## src/hdl/integer_alu_with_divide_defines.svh

```systemverilog
// ----------------------------------------------------------------------------
// integer alu with divide: assertion macros
// shared property wrappers clocked on clk_i and gated by rst_ni
// ----------------------------------------------------------------------------
`ifndef INTEGER_ALU_WITH_DIVIDE_DEFINES_SVH
`define INTEGER_ALU_WITH_DIVIDE_DEFINES_SVH

// consequent checked in the same cycle
`define IALU_ASSERT_SAME(label, ante, cons, msg) \
  label: assert property (@(posedge clk_i) disable iff (!rst_ni) (ante) |-> (cons)) \
    else $error(msg);

// consequent checked in the following cycle
`define IALU_ASSERT_NEXT(label, ante, cons, msg) \
  label: assert property (@(posedge clk_i) disable iff (!rst_ni) (ante) |=> (cons)) \
    else $error(msg);

`endif

```

## src/hdl/ialu_pkg.sv

```systemverilog
`timescale 1ns / 1ps
// ----------------------------------------------------------------------------
// ialu_pkg
// operation codes and pipeline control types for the integer alu
// ----------------------------------------------------------------------------
package ialu_pkg;

  typedef enum logic [3:0] {
    MODE_ADD = 4'd0,
    MODE_SUB = 4'd1,
    MODE_MUL = 4'd2,
    MODE_DIV = 4'd3,
    MODE_REM = 4'd4,
    MODE_SHL = 4'd5,
    MODE_SAR = 4'd6,
    MODE_AND = 4'd7,
    MODE_OR  = 4'd8,
    MODE_XOR = 4'd9,
    MODE_NOT = 4'd10
  } mode_e;

  typedef enum logic [1:0] {
    KIND_PASS,
    KIND_MUL,
    KIND_DIV
  } kind_e;

  typedef struct packed {
    kind_e kind;
    logic  is_rem;
    logic  q_neg;
    logic  r_neg;
    logic  dz;
  } meta_t;

endpackage

```

## src/hdl/ialu_prep.sv

```systemverilog
`timescale 1ns / 1ps
// ----------------------------------------------------------------------------
// ialu_prep
// input stage: decodes the operation, computes add, sub, shift and logic results and
// loads multiply and divide operands for the cell chain
// ----------------------------------------------------------------------------
module ialu_prep import ialu_pkg::*; #(
  parameter int DATA_WIDTH = 32
) (
  input  logic                         clk_i,
  input  logic                         rst_ni,
  input  logic                         en_i,
  input  logic                         valid_i,
  input  logic signed [DATA_WIDTH-1:0] operand_a_i,
  input  logic signed [DATA_WIDTH-1:0] operand_b_i,
  input  logic [3:0]                   mode_i,
  output logic                         valid_o,
  output meta_t                        meta_o,
  output logic [DATA_WIDTH-1:0]        acc_o,
  output logic [DATA_WIDTH-1:0]        x_o,
  output logic [DATA_WIDTH-1:0]        y_o
);

  logic                  valid_q;
  meta_t                 meta_d, meta_q;
  logic [DATA_WIDTH-1:0] acc_d, acc_q, x_d, x_q, y_d, y_q;
  logic [DATA_WIDTH-1:0] a_u, b_u, mag_a, mag_b;
  logic                  a_neg, b_neg;
  logic [4:0]            sh;

  assign a_u   = operand_a_i;
  assign b_u   = operand_b_i;
  assign a_neg = a_u[DATA_WIDTH-1];
  assign b_neg = b_u[DATA_WIDTH-1];
  assign mag_a = a_neg ? (~a_u + DATA_WIDTH'(1)) : a_u;
  assign mag_b = b_neg ? (~b_u + DATA_WIDTH'(1)) : b_u;
  assign sh    = b_u[4:0];

  always_comb begin
    meta_d = '{kind: KIND_PASS, is_rem: 1'b0, q_neg: 1'b0, r_neg: 1'b0, dz: 1'b0};
    acc_d  = '0;
    x_d    = '0;
    y_d    = '0;
    unique case (mode_e'(mode_i)) inside
      MODE_ADD: acc_d = a_u + b_u;
      MODE_SUB: acc_d = a_u - b_u;
      MODE_MUL: begin
        meta_d.kind = KIND_MUL;
        x_d         = b_u;
        y_d         = a_u;
      end
      MODE_DIV, MODE_REM: begin
        if (b_u == '0) begin
          meta_d.dz = 1'b1;
        end else begin
          meta_d.kind   = KIND_DIV;
          meta_d.is_rem = (mode_e'(mode_i) == MODE_REM);
          meta_d.q_neg  = a_neg ^ b_neg;
          meta_d.r_neg  = a_neg;
          x_d           = mag_a;
          y_d           = mag_b;
        end
      end
      MODE_SHL: acc_d = a_u << sh;
      MODE_SAR: acc_d = operand_a_i >>> sh;
      MODE_AND: acc_d = a_u & b_u;
      MODE_OR:  acc_d = a_u | b_u;
      MODE_XOR: acc_d = a_u ^ b_u;
      MODE_NOT: acc_d = ~a_u;
      default:  acc_d = '0;
    endcase
  end

  always_ff @(posedge clk_i or negedge rst_ni) begin
    if (!rst_ni) begin
      valid_q <= 1'b0;
    end else if (en_i) begin
      valid_q <= valid_i;
    end
  end

  always_ff @(posedge clk_i) begin
    if (en_i) begin
      meta_q <= meta_d;
      acc_q  <= acc_d;
      x_q    <= x_d;
      y_q    <= y_d;
    end
  end

  assign valid_o = valid_q;
  assign meta_o  = meta_q;
  assign acc_o   = acc_q;
  assign x_o     = x_q;
  assign y_o     = y_q;

endmodule

```

## config.mk

```make
export PLATFORM = sky130hd
export DESIGN_NAME = ialu_prep
export DESIGN_NICKNAME = d
export VERILOG_FILES = /design/src/hdl/integer_alu_with_divide_defines.svh /design/src/hdl/ialu_pkg.sv /design/src/hdl/ialu_prep.sv
export SDC_FILE = /design/constraint.sdc
export NUM_CORES = 1
export LEC_CHECK = 0
export BUFFER_PORTS_ARGS = -buffer_cell sky130_fd_sc_hd__buf_2
export CORE_MARGIN = 2
export CORE_UTILIZATION = 40
export CTS_CLUSTER_SIZE = 10
export DETAILED_ROUTE_END_ITERATION = 12
export PLACE_DENSITY = 0.62
export SYNTH_ARGS = -nofsm -noshare
export SYNTH_HDL_FRONTEND = slang
export SYNTH_SLANG_ARGS = --single-unit
```

## constraint.sdc

```tcl
create_clock -name clk_i -period 1.2 [get_ports clk_i]
set_clock_uncertainty 0.05 [all_clocks]
set_input_delay 0.24 -clock clk_i [delete_from_list [all_inputs] [get_ports clk_i]]
set_output_delay 0.24 -clock clk_i [all_outputs]
set_load 0.05 [all_outputs]
```

==> metrics.md <==
| Metric | Value |
|---|---|
| Power density normalized to cell area | `828.0 mW/mm^2` |
| Count of distinct cell types in the synthesized netlist | `77` |
| Sequential power share | `23.8%` |
| Number of vias in the routed layout | `16.96k` |
| Number of placed cells counting well taps | `between 2k and 3k` |
| CP top delay family | `simple AND/OR/NAND/NOR gates` |
| Net count after synthesis | `1,777` |
| Hold_ws | `about 0.026 ns` |
| Proportion of synthesized chip area in sequential cells | `23.39%` |
| Yosys Warn Count | `0` |
| Critical path data arrival time | `3.51 ns` |
| Ratio of cells with drive above 1 in the final layout | `52.17%` |
| Number of flops mapped to enable cells by yosys | `102` |
| Category of the worst setup path capture point | `flip-flop` |
| Final count of pins violating max slew | `0` |
| Maximum count of clock buffers along a single path | `2` |
| Largest driver fanout on the critical path | `4` |
| Async set or reset register ratio after synthesis | `0.9709%` |
| Required time of the worst setup path | `1.31 ns` |
| Reported max-cap violation count | `0` |
| Maximum number of pins on one net before global-route repair | `70` |
| Nets | `2,452` |
| Worst Setup Slack post-DPL | `-2.841 ns` |
| IR drop worst, VDD | `0.9189 mV` |
| Failing checks | `negative setup slack` |
| Switching portion of total power | `~43%` |
| Combined area of all synthesized cells | `0.01320 sq mm` |
| Starting Density | `40.58%` |
| Setup Viol. Count Final | `205` |
| Horiz. Die Dim | `185.7 um` |
| Number of top-level pins | `about 180` |
| Sum of overflow across all layers after global routing | `0` |
| Share of the clock period used by the worst path | `283.1%` |
| Max Fclk | `a little under 300 MHz` |
| DRC Markers | `0` |
| Library cell appearing most often on the critical path | `sky130_fd_sc_hd__buf_6` |
| Critical path, cell by cell | `buf_6, or4_4, or4_4, nor3_4, buf_6, buf_6, nor2_4, xnor2_2, ha_4, buf_6, nand3_4, nor4_4, o2111ai_2, a21boi_2, o31ai_2, xor2_1, o211ai_1` |
| CTS root buf | `sky130_fd_sc_hd__clkbuf_16` |
| Final GP Congestion | `roughly 1.0` |
| Total routing resource utilization after global routing | `40.67%` |
| Adder-Cell Fraction of Synth Area | `under 10%` |
| Reg clk slew, reported paths | `0.10 ns` |
| Syn Inst Count | `between 1.5k and 2k` |
| Via count of the first global-routing pass | `between 15k and 20k` |
| Commonest cells after routing, fill and taps aside | `sky130_fd_sc_hd__buf_4, sky130_fd_sc_hd__nand2_1, sky130_fd_sc_hd__buf_6` |
| Wirelength, routed | `73,100 um` |
| First-pass GRT wire length | `101,700 um` |
| PortBufs | `around 170` |
| Std cell rows | `66` |
| Combinational family with the most area after synthesis | `compound AO/OA/AOI/OAI gates` |
| Cts bufs inserted | `9` |
| Class of the worst hold path | `in2reg` |
| Final standard cell count with taps included and fillers excluded | `about 2.7k` |
| Rel. slew slack | `58.23%` |
| Clock period minus worst slack | `3.398 ns` |
| Die Span Y | `185.7 um` |
| Critical path class | `in2reg` |
| CP bufs+invs | `4` |
| Leading cell types by total area after synthesis | `sky130_fd_sc_hd__edfxtp_1, sky130_fd_sc_hd__ha_1, sky130_fd_sc_hd__mux4_2` |
| Biggest area consumer among synthesized cells | `sky130_fd_sc_hd__edfxtp_1` |
| Status | `finished, violations left` |
| Clock H-tree levels | `3` |
| Share of synthesized area spent on multiplexers | `14.38%` |
| DIE AREA | `0.03448 sq mm` |
| Instance count on the critical path | `17` |
| Mean routed wirelength per cell | `approximately 27 um` |
| Longest individual stage delay on the worst path | `around 0.52 ns` |
| Most frequent standard cell in the layout excluding fill and tap cells | `sky130_fd_sc_hd__buf_4` |
| Mean cell area of the mapped netlist | `8.227 sq um` |
| Leakage component of the power | `between 0.009 and 0.01 uW` |
| Worst-skew pair later-pin latency | `0.40 ns` |
| Violation count after the first detailed-route iteration | `2,067` |
| Worst Hold Path Cells | `2` |
| TritonCTS clock tree | `yes` |
| Relative contribution of the clock network to total power | `17.1%` |
| 1st-pass router iterations | `7` |
| Net switching power figure | `8096 uW` |
| Length in cells of the worst reg-to-reg path | `1` |
| Int Pwr | `10,750 uW` |
| Share of the synthesized area in the top cell type | `a little under a quarter` |
| HPWL after detailed placement | `53,260 um` |
| Unrepaired setup endpoints after global routing | `yes` |
| Gate power share | `59.0%` |
| Filler Cells Inserted | `2,477` |
| Area share of and/or/nand/nor cells after synthesis | `15.82%` |
| Final hold violation count | `0` |
| Number of sinks driven by the clock tree | `103` |
| Final worst slack | `-2.198 ns` |
| Crit path launch type | `input pin` |
| Avg Vias per Cell | `6.213` |
| Share of the synthesized netlist area taken by xor and xnor gates | `7.363%` |
| Tightest Pin Transition | `a little over 0.6 ns` |
| Count of state elements after synthesis | `103` |
| Most used flip-flop cell after synthesis | `sky130_fd_sc_hd__edfxtp_1` |
| Fraction of the mapped netlist area in compound gates | `22.81%` |
| Area inside the core boundary | `0.03254 sq mm` |
| Number of antenna violations at the first check in global routing | `2` |
| Number of nets with antenna violations after detailed routing | `0` |
| Register area | `about 0.003 sq mm` |
| Area used by multi-input combinational logic | `roughly 0.011 sq mm` |
| Area delta synth->final | `72.41%` |
| Cell with the largest stage delay on the worst path | `sky130_fd_sc_hd__or4_4` |
| Total power draw | `18,850 uW` |
per-layer routing:
metal	GRT usage (%)	up-vias	part of all wire, %
li1	-	7267	-
met1	48.35	8029	35
met2	64.07	1264	44
met3	8.433	391	11
met4	31.87	4	9.6
met5	0	-	0.044
kinds of logic (layout without fill, tap and decap cells):
kind of cell	after synthesis	after routing
other	0	2
xor gates and xnor gates	111	111
buffers and inverters	227	907
muxes	123	123
adders and majority gates	100	100
DFF	103	103
AOI/OAI and AO/OA	480	480
and+or+nand+nor	461	461
area by class of cell:
| cell class | instances | share of cell area [%] |
|---|---|---|
| timing repair buffer | 815 | 32.22 |
| tap | 442 | 2.429 |
| sequential | 103 | 13.56 |
| multi-input combinational | 1275 | 49.14 |
| inverter | 76 | 1.358 |
| clock inverter | 6 | 0.2638 |
| antenna | 2 | 0.02199 |
| clock buffer | 10 | 1.006 |
cell usage after synthesis, drive strengths merged, types with 3 or more instances:
| library cell | count |
|---|---|
| xor2 | 10 |
| edfxtp | 102 |
| nand3b | 4 |
| a222oi | 5 |
| and3 | 5 |
| a221oi | 18 |
| buf | 30 |
| a211o | 7 |
| or3 | 12 |
| or2 | 5 |
| o221ai | 11 |
| and2 | 7 |
| inv | 75 |
| nand2 | 203 |
| o2111ai | 7 |
| a21oi | 92 |
| xnor2 | 101 |
| nand2b | 11 |
| a22oi | 10 |
| o211ai | 21 |
| nor2 | 117 |
| clkbuf | 121 |
| o41ai | 11 |
| nor3 | 35 |
| o21ai | 193 |
| ha | 99 |
| o311ai | 3 |
| a211oi | 14 |
| mux4 | 52 |
| o21a | 6 |
| nor2b | 8 |
| mux2 | 14 |
| a31oi | 11 |
| or4 | 7 |
| o31ai | 21 |
| mux2i | 57 |
| nor4 | 7 |
| nand4 | 13 |
| nand3 | 20 |
| o22ai | 18 |
| a21o | 15 |
| a221o | 3 |
flip-flops by register name, summed over array words and instances, names as in the netlist:
register  flops
meta_o        6
y_o          32
valid_o       1
acc_o        32
x_o          32
what timing repair did:
item	CTS	global route
hold buffers	1	0
gates cloned	8	4
resized for setup	326	509
hold endpoints to repair	1	0
pin swaps	97	119
buffers inserted	48	51
setup endpoints to repair	205	205
final timing paths:
path / end / slack [ns] / start
worst max-delay path: acc_o[29] / -2.20 / operand_b_i[16]
worst min-delay path: valid_o / 0.03 / valid_i
worst max register to register: valid_o / 0.38 / valid_o
worst min register to register: valid_o / 0.50 / valid_o
max in group asynchronous: valid_o / 0.94 / rst_ni
min in group asynchronous: valid_o / 0.08 / rst_ni
power groups by stage:
stage	logic (uW)	clock network [uW]	registers (uW)
2_1_floorplan	3520	0	5610
5_1_grt	11500	3350	4520
3_3_place_gp	8480	0	4480
6_report	11100	3230	4490
3_5_place_dp	8520	0	4480
4_1_cts	9640	3260	4410
stage by stage:
stage	util (%)	cell area, sq um	TNS, ns
finish	69.97	22760	-164.03
global route	69.95	22760	-170.18
CTS	63.97	20810	-153.62
detailed placement	57.37	18670	-207.69
global placement	57.37	18670	-205.73
floorplan	-	13720	-146.70
No activity file was read; power rests on OpenSTA's default activity.
